--- src/hdl/fwsl_pkg.sv ---
// ----------------------------------------------------------------------------
// fwsl_pkg: shared types, constants and tables of the steer command limiter
// payload structs, config register indexes, cordic angle table
// ----------------------------------------------------------------------------
`default_nettype none
package fwsl_pkg;

  localparam int FracBitsDef    = 12;
  localparam int CordicStepsDef = 14;
  localparam int GuardFrac      = 30;
  localparam int CfgW           = 15;
  localparam int CfgIdxW        = 3;

  typedef enum logic [CfgIdxW-1:0] {
    CFG_MAX_SPEED   = 3'd0,
    CFG_FLOOR_SPEED = 3'd1,
    CFG_INCLINE     = 3'd2,
    CFG_TAN_MAX     = 3'd3,
    CFG_HALF_BASE   = 3'd4
  } cfg_idx_e;

  typedef struct packed {
    logic signed [15:0] speed_req;
    logic signed [15:0] curvature_req;
    logic signed [15:0] lateral_tan_req;
    logic signed [15:0] inclination;
  } cmd_in_t;

  typedef struct packed {
    logic signed [15:0] speed_out;
    logic signed [15:0] front_angle;
    logic signed [15:0] rear_angle;
    logic               curv_clamped;
    logic               angles_fresh;
  } cmd_out_t;

  typedef struct packed {
    logic [CfgW-1:0] max_speed;
    logic [CfgW-1:0] floor_speed;
    logic [CfgW-1:0] incline;
    logic [CfgW-1:0] tan_max;
    logic [CfgW-1:0] half_base;
  } cfg_t;

  // classified job handed from front to back
  typedef struct packed {
    logic signed [15:0] speed;
    logic signed [15:0] kappa;
    logic signed [15:0] tang;
    logic               clamped;
    logic               fresh;
  } job_t;

  function automatic logic [31:0] atan_lut(input logic [4:0] i);
    logic [31:0] r;
    case (i)
      5'd0:  r = 32'h3243F6A8;
      5'd1:  r = 32'h1DAC6705;
      5'd2:  r = 32'h0FADBAFC;
      5'd3:  r = 32'h07F56EA6;
      5'd4:  r = 32'h03FEAB76;
      5'd5:  r = 32'h01FFD55B;
      5'd6:  r = 32'h00FFFAAA;
      5'd7:  r = 32'h007FFF55;
      5'd8:  r = 32'h003FFFEA;
      5'd9:  r = 32'h001FFFFD;
      5'd10: r = 32'h000FFFFF;
      5'd11: r = 32'h0007FFFF;
      5'd12: r = 32'h0003FFFF;
      5'd13: r = 32'h0001FFFF;
      5'd14: r = 32'h0000FFFF;
      5'd15: r = 32'h00007FFF;
      5'd16: r = 32'h00003FFF;
      5'd17: r = 32'h00001FFF;
      5'd18: r = 32'h00000FFF;
      5'd19: r = 32'h000007FF;
      5'd20: r = 32'h000003FF;
      5'd21: r = 32'h000001FF;
      5'd22: r = 32'h000000FF;
      5'd23: r = 32'h0000007F;
      default: r = 32'h0;
    endcase
    return r;
  endfunction

endpackage
`default_nettype wire

--- src/hdl/fwsl_front.sv ---
// ----------------------------------------------------------------------------
// fwsl_front: speed limiting and curvature / tangent classification
// sequenced by a state machine, one shared multiplier, serial divider for limit
// ----------------------------------------------------------------------------
`default_nettype none
module fwsl_front #(
  parameter int FracBits = fwsl_pkg::FracBitsDef
) (
  input  wire logic             clk_i,
  input  wire logic             rst_ni,
  input  wire fwsl_pkg::cfg_t   cfg_i,
  input  wire logic             in_valid_i,
  output logic                  in_ready_o,
  input  wire fwsl_pkg::cmd_in_t in_data_i,
  output logic                  job_valid_o,
  input  wire logic             job_ready_i,
  output fwsl_pkg::job_t        job_o
);
  import fwsl_pkg::*;

  localparam int DivW = CfgW + FracBits;       // dividend width
  localparam int CntW = $clog2(DivW + 1);

  typedef enum logic [6:0] {
    S_IDLE = 7'b0000001,
    S_INCL = 7'b0000010,
    S_MAG  = 7'b0000100,
    S_DIV  = 7'b0001000,
    S_KB   = 7'b0010000,
    S_TAN  = 7'b0100000,
    S_OUT  = 7'b1000000
  } st_e;

  st_e st_q, st_d;
  cmd_in_t cmd_q;
  logic signed [33:0] kf_q;        // 1 - incl*factor
  logic [DivW-1:0] quo_q;
  logic [CfgW:0]   rem_q;
  logic [CntW-1:0] cnt_q;
  logic signed [33:0] mt_q;
  job_t job_q;
  logic [CfgW-1:0] hb;

  assign hb = (cfg_i.half_base == '0) ? CfgW'(1) : cfg_i.half_base;
  assign in_ready_o  = (st_q == S_IDLE);
  assign job_valid_o = (st_q == S_OUT);
  assign job_o       = job_q;

  // shared product, wide enough for full speed times the largest factor
  logic signed [35:0] prod;
  logic signed [16:0] mag_s;
  logic signed [16:0] mag_k;
  always_comb begin
    mag_s = cmd_q.speed_req[15] ? -17'(cmd_q.speed_req) : 17'(cmd_q.speed_req);
    mag_k = cmd_q.curvature_req[15] ? -17'(cmd_q.curvature_req)
                                    : 17'(cmd_q.curvature_req);
    case (st_q)
      S_INCL:  prod = 36'(cmd_q.inclination) * $signed({1'b0, cfg_i.incline});
      S_MAG:   prod = 36'(mag_s) * 36'(kf_q);
      S_KB:    prod = 36'(mag_k) * $signed({1'b0, hb});
      default: prod = '0;
    endcase
  end

  // speed clamps
  logic signed [33:0] im;
  logic signed [16:0] s_lim;
  always_comb begin
    im = (kf_q <= 0) ? 34'sd0 : 34'(prod >>> FracBits);
    s_lim = 17'(cmd_q.speed_req);
    if (cmd_q.speed_req > 0) begin
      if (s_lim > $signed({2'b0, cfg_i.max_speed})) s_lim = $signed({2'b0, cfg_i.max_speed});
      if (34'(s_lim) > im) s_lim = 17'(im);
      if (s_lim < $signed({2'b0, cfg_i.floor_speed})) s_lim = $signed({2'b0, cfg_i.floor_speed});
    end else if (cmd_q.speed_req < 0) begin
      if (s_lim < -$signed({2'b0, cfg_i.max_speed})) s_lim = -$signed({2'b0, cfg_i.max_speed});
      if (34'(s_lim) < -im) s_lim = 17'(-im);
      if (s_lim > -$signed({2'b0, cfg_i.floor_speed})) s_lim = -$signed({2'b0, cfg_i.floor_speed});
    end
  end

  // restoring division step for the curvature limit
  logic [CfgW+1:0] trial;
  logic [DivW-1:0] dvd;
  assign dvd = {cfg_i.tan_max, FracBits'(0)};
  assign trial = {rem_q, dvd[cnt_q[CntW-1:0] - CntW'(1)]} - {2'b0, hb};

  // tangent clamp and curvature decision
  logic signed [33:0] maxk;
  job_t nj;
  logic signed [33:0] tg;
  always_comb begin
    maxk = 34'($signed({1'b0, quo_q}));
    nj = job_q;
    tg = 34'(cmd_q.lateral_tan_req);
    if (34'(cmd_q.curvature_req) >= maxk) begin
      nj.kappa = 16'(maxk); nj.tang = '0; nj.clamped = 1'b1;
    end else if (34'(cmd_q.curvature_req) <= -maxk) begin
      nj.kappa = 16'(-maxk); nj.tang = '0; nj.clamped = 1'b1;
    end else begin
      if (tg > mt_q) tg = mt_q;
      if (tg < -mt_q) tg = -mt_q;
      nj.kappa = cmd_q.curvature_req; nj.tang = 16'(tg); nj.clamped = 1'b0;
    end
  end

  always_comb begin
    st_d = st_q;
    case (st_q)
      S_IDLE: if (in_valid_i) st_d = S_INCL;
      S_INCL: st_d = S_MAG;
      S_MAG:  st_d = (s_lim == '0) ? S_OUT : S_DIV;
      S_DIV:  if (cnt_q == CntW'(1)) st_d = S_KB;
      S_KB:   st_d = S_TAN;
      S_TAN:  st_d = S_OUT;
      S_OUT:  if (job_ready_i) st_d = S_IDLE;
      default: st_d = S_IDLE;
    endcase
  end

  always_ff @(posedge clk_i or negedge rst_ni) begin
    if (!rst_ni) begin
      st_q <= S_IDLE;
    end else begin
      st_q <= st_d;
    end
  end

  always_ff @(posedge clk_i) begin
    case (st_q)
      S_IDLE: begin
        cmd_q <= in_data_i;
        rem_q <= '0;
        quo_q <= '0;
        cnt_q <= CntW'(DivW);
      end
      S_INCL: kf_q <= (34'sd1 <<< FracBits) - 34'(prod >>> FracBits);
      S_MAG: begin
        job_q.speed <= 16'(s_lim);
        job_q.fresh <= (s_lim != '0);
        job_q.clamped <= 1'b0;
      end
      S_DIV: begin
        cnt_q <= cnt_q - CntW'(1);
        if (!trial[CfgW+1]) begin
          rem_q <= trial[CfgW:0];
          quo_q <= {quo_q[DivW-2:0], 1'b1};
        end else begin
          rem_q <= {rem_q[CfgW-1:0], dvd[cnt_q[CntW-1:0] - CntW'(1)]};
          quo_q <= {quo_q[DivW-2:0], 1'b0};
        end
      end
      S_KB:  mt_q <= 34'($signed({21'b0, cfg_i.tan_max}) - (prod >>> FracBits));
      S_TAN: job_q <= nj;
      default: ;
    endcase
  end

  // a job leaves only with a nonzero speed when it is fresh
  a_fresh_speed: assert property (@(posedge clk_i) disable iff (!rst_ni)
    job_valid_o |-> (job_o.fresh == (job_o.speed != '0))) else $error("fresh mismatch");
  a_clamp_fresh: assert property (@(posedge clk_i) disable iff (!rst_ni)
    (job_valid_o && job_o.clamped) |-> job_o.fresh) else $error("clamp on held");
  a_out_hold: assert property (@(posedge clk_i) disable iff (!rst_ni)
    (job_valid_o && !job_ready_i) |=> (job_valid_o && $stable(job_o)))
    else $error("job changed while stalled");

endmodule
`default_nettype wire

--- src/hdl/fwsl_queue.sv ---
// ----------------------------------------------------------------------------
// fwsl_queue: two-entry job queue between front and back
// ----------------------------------------------------------------------------
`default_nettype none
module fwsl_queue (
  input  wire logic           clk_i,
  input  wire logic           rst_ni,
  input  wire logic           wr_valid_i,
  output logic                wr_ready_o,
  input  wire fwsl_pkg::job_t wr_data_i,
  output logic                rd_valid_o,
  input  wire logic           rd_ready_i,
  output fwsl_pkg::job_t      rd_data_o
);
  import fwsl_pkg::*;

  job_t mem_q [2];
  logic wp_q, rp_q;
  logic [1:0] cnt_q;
  logic wr, rd;

  assign wr_ready_o = (cnt_q != 2'd2);
  assign rd_valid_o = (cnt_q != 2'd0);
  assign rd_data_o  = mem_q[rp_q];
  assign wr = wr_valid_i && wr_ready_o;
  assign rd = rd_valid_o && rd_ready_i;

  always_ff @(posedge clk_i or negedge rst_ni) begin
    if (!rst_ni) begin
      wp_q <= 1'b0; rp_q <= 1'b0; cnt_q <= '0;
    end else begin
      if (wr) wp_q <= ~wp_q;
      if (rd) rp_q <= ~rp_q;
      cnt_q <= cnt_q + 2'(wr) - 2'(rd);
    end
  end

  always_ff @(posedge clk_i) begin
    if (wr) mem_q[wp_q] <= wr_data_i;
  end

  a_no_over: assert property (@(posedge clk_i) disable iff (!rst_ni)
    cnt_q != 2'd3) else $error("queue count overflow");
  a_ptr: assert property (@(posedge clk_i) disable iff (!rst_ni)
    (cnt_q == 2'd0 || cnt_q == 2'd2) |-> (wp_q == rp_q)) else $error("pointer mismatch");
  a_empty_rd: assert property (@(posedge clk_i) disable iff (!rst_ni)
    (cnt_q == 2'd0) |=> (cnt_q != 2'd2)) else $error("queue jumped");

endmodule
`default_nettype wire

--- src/hdl/fwsl_back.sv ---
// ----------------------------------------------------------------------------
// fwsl_back: steer angle computation with one iterative vectoring cordic
// computes front, then rear, holds angles when the job is not fresh
// ----------------------------------------------------------------------------
`default_nettype none
module fwsl_back #(
  parameter int FracBits    = fwsl_pkg::FracBitsDef,
  parameter int CordicSteps = fwsl_pkg::CordicStepsDef
) (
  input  wire logic             clk_i,
  input  wire logic             rst_ni,
  input  wire fwsl_pkg::cfg_t   cfg_i,
  input  wire logic             job_valid_i,
  output logic                  job_ready_o,
  input  wire fwsl_pkg::job_t   job_i,
  output logic                  out_valid_o,
  input  wire logic             out_ready_i,
  output fwsl_pkg::cmd_out_t    out_data_o
);
  import fwsl_pkg::*;

  localparam int Steps = (CordicSteps < 24) ? CordicSteps : 24;
  // argument reaches about 2^19 in Q12, i.e. 2^37 with 30 fraction bits, plus gain
  localparam int W     = 42;
  localparam int IW    = 5;

  typedef enum logic [4:0] {
    B_IDLE = 5'b00001,
    B_MUL  = 5'b00010,
    B_LOAD = 5'b00100,
    B_ITER = 5'b01000,
    B_DONE = 5'b10000
  } bst_e;

  bst_e st_q, st_d;
  job_t job_q;
  logic signed [33:0] kb_q;
  logic signed [W-1:0] x_q, y_q, z_q;
  logic [IW-1:0] i_q;
  logic rear_q;
  logic signed [15:0] front_q, rear_ang_q;
  logic out_valid_q;
  cmd_out_t out_q;
  logic [CfgW-1:0] hb;

  assign hb = (cfg_i.half_base == '0) ? CfgW'(1) : cfg_i.half_base;
  assign job_ready_o = (st_q == B_IDLE) && (!out_valid_q || out_ready_i);
  assign out_valid_o = out_valid_q;
  assign out_data_o  = out_q;

  logic signed [33:0] kprod;
  assign kprod = 34'(job_q.kappa) * $signed({1'b0, hb});

  logic signed [33:0] arg;
  assign arg = (rear_q ? -34'(job_q.tang) : 34'(job_q.tang)) + kb_q;

  logic signed [W-1:0] dx, dy;
  assign dx = y_q >>> i_q;
  assign dy = x_q >>> i_q;

  logic signed [W-1:0] zr;
  logic signed [15:0] ang;
  always_comb begin
    zr = (z_q + (W'(1) <<< (GuardFrac - FracBits - 1))) >>> (GuardFrac - FracBits);
    if (zr > W'(32767)) ang = 16'sh7FFF;
    else if (zr < -W'(32768)) ang = -16'sh8000;
    else ang = 16'(zr);
  end

  always_comb begin
    st_d = st_q;
    case (st_q)
      B_IDLE: if (job_valid_i && job_ready_o) st_d = B_MUL;
      B_MUL:  st_d = job_q.fresh ? B_LOAD : B_DONE;
      B_LOAD: st_d = B_ITER;
      B_ITER: if (i_q == IW'(Steps - 1)) st_d = rear_q ? B_DONE : B_LOAD;
      B_DONE: st_d = B_IDLE;
      default: st_d = B_IDLE;
    endcase
  end

  always_ff @(posedge clk_i or negedge rst_ni) begin
    if (!rst_ni) begin
      st_q <= B_IDLE;
      out_valid_q <= 1'b0;
      front_q <= '0;
      rear_ang_q <= '0;
    end else begin
      st_q <= st_d;
      if (out_valid_q && out_ready_i) out_valid_q <= 1'b0;
      if (st_q == B_DONE) out_valid_q <= 1'b1;
      // z holds the finished angle in B_LOAD or B_DONE, right after the last iteration
      if (st_q == B_LOAD && rear_q) front_q <= ang;
      if (st_q == B_DONE && job_q.fresh) rear_ang_q <= ang;
    end
  end

  always_ff @(posedge clk_i) begin
    case (st_q)
      B_IDLE: begin
        job_q <= job_i;
        rear_q <= 1'b0;
      end
      B_MUL: kb_q <= kprod >>> FracBits;
      B_LOAD: begin
        x_q <= W'(1) <<< GuardFrac;
        y_q <= W'(arg) <<< (GuardFrac - FracBits);
        z_q <= '0;
        i_q <= '0;
      end
      B_ITER: begin
        i_q <= i_q + IW'(1);
        if (!y_q[W-1]) begin
          x_q <= x_q + dx; y_q <= y_q - dy; z_q <= z_q + W'(atan_lut(i_q));
        end else begin
          x_q <= x_q - dx; y_q <= y_q + dy; z_q <= z_q - W'(atan_lut(i_q));
        end
        if (i_q == IW'(Steps - 1)) rear_q <= 1'b1;
      end
      B_DONE: begin
        out_q.speed_out    <= job_q.speed;
        out_q.front_angle  <= front_q;
        out_q.rear_angle   <= job_q.fresh ? ang : rear_ang_q;
        out_q.curv_clamped <= job_q.clamped;
        out_q.angles_fresh <= job_q.fresh;
      end
      default: ;
    endcase
  end

  a_done_free: assert property (@(posedge clk_i) disable iff (!rst_ni)
    (st_q == B_DONE) |-> !out_valid_q || out_ready_i) else $error("result overrun");
  a_iter_range: assert property (@(posedge clk_i) disable iff (!rst_ni)
    (st_q == B_ITER) |-> (i_q < IW'(Steps))) else $error("cordic index");
  a_held: assert property (@(posedge clk_i) disable iff (!rst_ni)
    (st_q == B_MUL && !job_q.fresh) |=> $stable(front_q) && $stable(rear_ang_q))
    else $error("held angle changed");

endmodule
`default_nettype wire

--- src/hdl/four_wheel_steer_command_limiter.sv ---
// ----------------------------------------------------------------------------
// four_wheel_steer_command_limiter: speed and steer limiter for 4ws drive
// front classifies and limits, back runs the cordic, short queue between
//
// channel  | handshake              | payload
// in       | in_valid_i/in_ready_o  | in_data_i  (cmd_in_t)
// out      | out_valid_o/out_ready_i| out_data_o (cmd_out_t)
// cfg      | cfg_we_i               | cfg_idx_i, cfg_data_i
//
// front: one command at a time, paced by the 27-step serial curvature divider
// back: two passes per job on one cordic unit, front angle then rear
// zero-speed commands skip divider and cordic
// a stalled result holds the back; the queue lets the front run ahead
// reset clears control and held angles; config regs reset to defaults
// ----------------------------------------------------------------------------
`default_nettype none
module four_wheel_steer_command_limiter #(
  parameter int FracBits    = fwsl_pkg::FracBitsDef,
  parameter int CordicSteps = fwsl_pkg::CordicStepsDef
) (
  input  wire logic                         clk_i,
  input  wire logic                         rst_ni,
  input  wire logic                         cfg_we_i,
  input  wire logic [fwsl_pkg::CfgIdxW-1:0] cfg_idx_i,
  input  wire logic [fwsl_pkg::CfgW-1:0]    cfg_data_i,
  input  wire logic                         in_valid_i,
  output logic                              in_ready_o,
  input  wire fwsl_pkg::cmd_in_t            in_data_i,
  output logic                              out_valid_o,
  input  wire logic                         out_ready_i,
  output fwsl_pkg::cmd_out_t                out_data_o
);
  import fwsl_pkg::*;

  cfg_t cfg_q;
  always_ff @(posedge clk_i or negedge rst_ni) begin
    if (!rst_ni) begin
      cfg_q.max_speed   <= CfgW'(4096);
      cfg_q.floor_speed <= '0;
      cfg_q.incline     <= '0;
      cfg_q.tan_max     <= CfgW'(2365);
      cfg_q.half_base   <= CfgW'(655);
    end else if (cfg_we_i) begin
      case (cfg_idx_i)
        CFG_MAX_SPEED:   cfg_q.max_speed   <= cfg_data_i;
        CFG_FLOOR_SPEED: cfg_q.floor_speed <= cfg_data_i;
        CFG_INCLINE:     cfg_q.incline     <= cfg_data_i;
        CFG_TAN_MAX:     cfg_q.tan_max     <= cfg_data_i;
        CFG_HALF_BASE:   cfg_q.half_base   <= cfg_data_i;
        default: ;
      endcase
    end
  end

  logic f_valid, f_ready, b_valid, b_ready;
  job_t f_job, b_job;

  fwsl_front #(.FracBits(FracBits)) u_front (
    .clk_i, .rst_ni, .cfg_i(cfg_q),
    .in_valid_i, .in_ready_o, .in_data_i,
    .job_valid_o(f_valid), .job_ready_i(f_ready), .job_o(f_job)
  );

  fwsl_queue u_queue (
    .clk_i, .rst_ni,
    .wr_valid_i(f_valid), .wr_ready_o(f_ready), .wr_data_i(f_job),
    .rd_valid_o(b_valid), .rd_ready_i(b_ready), .rd_data_o(b_job)
  );

  fwsl_back #(.FracBits(FracBits), .CordicSteps(CordicSteps)) u_back (
    .clk_i, .rst_ni, .cfg_i(cfg_q),
    .job_valid_i(b_valid), .job_ready_o(b_ready), .job_i(b_job),
    .out_valid_o, .out_ready_i, .out_data_o
  );

endmodule
`default_nettype wire

--- config.mk ---
export PLATFORM = sky130hd
export DESIGN_NAME = four_wheel_steer_command_limiter
export DESIGN_NICKNAME = d
export VERILOG_FILES = /design/src/hdl/fwsl_pkg.sv /design/src/hdl/fwsl_front.sv /design/src/hdl/fwsl_queue.sv /design/src/hdl/fwsl_back.sv /design/src/hdl/four_wheel_steer_command_limiter.sv
export SDC_FILE = /design/constraint.sdc
export NUM_CORES = 2
export LEC_CHECK = 0
export ABC_AREA = 1
export BUFFER_PORTS_ARGS = -buffer_cell sky130_fd_sc_hd__buf_2
export CELL_PAD_IN_SITES_DETAIL_PLACEMENT = 0
export CELL_PAD_IN_SITES_GLOBAL_PLACEMENT = 1
export CORE_AREA = 2 2 462 464
export CTS_CLUSTER_SIZE = 30
export DETAILED_ROUTE_END_ITERATION = 6
export DIE_AREA = 0 0 464 466
export PLACE_DENSITY_LB_ADDON = 0.1
export SYNTH_ARGS = -nofsm -noshare
export SYNTH_HDL_FRONTEND = slang
export SYNTH_SLANG_ARGS = --single-unit
--- constraint.sdc ---
create_clock -name clk_i -period 11 [get_ports clk_i]
set_input_delay 3.3 -clock clk_i [delete_from_list [all_inputs] [get_ports clk_i]]
set_output_delay 3.3 -clock clk_i [all_outputs]
set_load 0.1 [all_outputs]
==> results.txt <==
status - finished with violations
Avg Inst Size Synth - 8.04 sq um
Max FO, Critical Path - 7
CP dominant cell by count - nand2_1
Layout Nets - 14.7k
Antenna Nets Post-Route - 0
critical setup path kind - register to register
DR DRC count - 0
Die ar. - 0.216 sq mm
fillcell total - 20.5k
final hold slack - 421 ps
Crit path largest cell delay - 530 ps
Cell variety after synth - 87
Slew Limit Headroom - 17.1%
Post-Syn Area - 0.0946 sq mm
Synth Register Bits - 718
sequential area share after synthesis - 21.8%
Worst path slowest cell - fa_1
TritonCTS Buffers - 89
RSZ-0062 raised after global routing - yes
Final TNS setup - -23700 ps
Mapped Cells - 11.8k
Hold Fails Final Rpt - 0
Tot GR Track Use - 28.4%
clock transition at the registers of the reported paths - 60 ps
CORE AREA - 0.211 sq mm
Slew Limit Fails - 0
Initial Util - 44.8%
I/O pins - 139
Async SR Flop Fraction - 17.3%
total grt overflow - 0
Rows - 169
failing checks - negative setup slack
Least-Margin Pin Slew - 1230 ps
first-pass GRT wire length - 477 mm
count leader, synth - nand2_1
die width - 464 um
Setup Viol. Count Final - 19
drt first pass iters - 6
htree depth - 3
initial antenna violation count - 21
f_max - 79.2 MHz
chip height - 466 um
most used flip-flop cell after synthesis - edfxtp_1
Syn. warnings - 0
Worst Path Arrival - 13160 ps
min Tclk post-route - 12630 ps
via count - 80.3k
synth cell count leaders - nand2_1, inv_1, fa_1
Worst-Skew Late Latency - 770 ps
Worst setup EP type - register
final worst slack - -1630 ps
cell accounting for the most synthesized area - fa_1
Critical Path RT - 11530 ps
Area growth, synth to finish - 16.9%
CTS tree - done
Root Driver - clkbuf_16
design area - 0.111 sq mm
Longest Clk Path Bufs - 3
TritonCTS Sinks - 718
largest net degree at the start of global routing - 102
Post-DP Area - 0.106 sq mm
CP startpoint kind - register
final WL - 303 mm
Initial DRC Count - 5485
max-cap violations - 0
top cell type's share of synthesized area - 23.6%
mean number of vias per cell - 5.13
Port Buffers - 138
vias in the first global route - 83.1k
HPWL reported at the end of detailed placement - 254 mm
share of cells above drive strength 1 - 14.8%
GP Congestion - 0.959
Post-synth EDFFs - 564
Final period util - 115%
Max Clock Skew - 43.1 ps
synth top area cells - fa_1, edfxtp_1, ha_1
Min-Delay Path Class - register to register
routed wire length per instance - 19.4 um
## state kept, by name, summed over array words and instances, names as in the netlist, 42 cells and up, named ones only
name and cells:
u_front.cmd_q 64, cfg_q 75, u_queue.mem_q 100, u_front.job_o 50, u_back.x_q 42, u_back.out_data_o 50
u_back.job_q 50, u_back.z_q 42, u_back.y_q 42
## cells in the final DEF (no fill, tap or decap), drive strengths merged, types with 29 or more instances in the layout
| cell | count |
|---|---|
| nor3 | 105 |
| xnor2 | 122 |
| fa | 1116 |
| o211ai | 39 |
| a211oi | 29 |
| inv | 2438 |
| clkbuf | 121 |
| ha | 769 |
| a21oi | 669 |
| conb | 65 |
| nand3 | 314 |
| nor2 | 890 |
| o21ai | 846 |
| buf | 1210 |
| dfrtp | 108 |
| nand2 | 2534 |
| nor4 | 41 |
| a31oi | 63 |
| clkinv | 41 |
| edfxtp | 564 |
| xor2 | 245 |
| dfxtp | 30 |
| o21a | 70 |
| mux2i | 45 |
| or2 | 42 |
| nand4 | 100 |
## worst max-delay path, delay by kind of cell (launching register included)
family | cells | cell delay (ps)
AOI/OAI and AO/OA | 16 | 2170
buffers and inverters | 20 | 1810
DFF | 1 | 410
and+or+nand+nor | 32 | 4220
adders and majority gates | 10 | 3770
## layer usage
metal | up-vias | part of all wire, % | track usage, %
met5 | - | 0.0043 | 0
met4 | 2 | 3.4 | 9.08
met3 | 406 | 4.1 | 2.52
met2 | 1717 | 49 | 49.3
met1 | 39200 | 44 | 37.3
li1 | 39000 | - | -
## layout make-up
cell class / instances / area (sq um) / share of cell area, %
inverters: 2448 / 9230 / 8.35
well taps: 2821 / 3530 / 3.19
diodes: 5 / 12.5 / 0.0113
flip-flops and latches: 718 / 20700 / 18.7
clock inverters: 45 / 636 / 0.575
clock buffers: 121 / 2570 / 2.33
multi-input cells: 8291 / 64700 / 58.5
repair buffers: 1210 / 9230 / 8.35
## final timing paths
path                                   start                    to  slack (ps)  cells after the start
max                        u_front.cmd_q[32]      u_front.job_o[0]       -1630                     78
min                        u_front.job_o[28]  u_queue.mem_q[1][28]         420                      0
max reg2reg                u_front.cmd_q[32]      u_front.job_o[0]       -1630                     78
min reg2reg                u_front.job_o[28]  u_queue.mem_q[1][28]         420                      0
max in group asynchronous             rst_ni             cfg_q[41]        6940                      2
min in group asynchronous             rst_ni    u_back.front_q[15]        2520                      1
## logic make-up after synthesis
logic type | Yosys count | synth area share [%]
other cells | 2 | 0.00794
fa+ha+maj | 1885 | 33.8
buf+inv | 2821 | 11.5
compound gates | 1851 | 10.9
simple gates | 4063 | 17.9
mux | 60 | 0.668
xor+xnor | 367 | 3.40
flops | 718 | 21.8
## stage by stage
stage / worst slack, ps / util (%) / instances
after floorplan: -325 / - / 11800
after global placement: -1820 / 50.1 / 15400
after detailed placement: -1970 / 50.1 / 15400
after CTS: -1380 / 52.1 / 15600
after global routing: -2500 / 52.3 / 15700
final: -1630 / 52.3 / 15700
## what timing repair did
item | CTS | global route
endpoints found under the setup margin | 19 | 19
gates resized for setup | 177 | 99
cloned | 2 | 0
pin swaps | 126 | 73
setup buffers | 47 | 19
hold buffers | 0 | 0
Power is left out: the tool's default activity adds up to more than one toggle a clock period on the data nets, which glitch-free logic cannot reach.
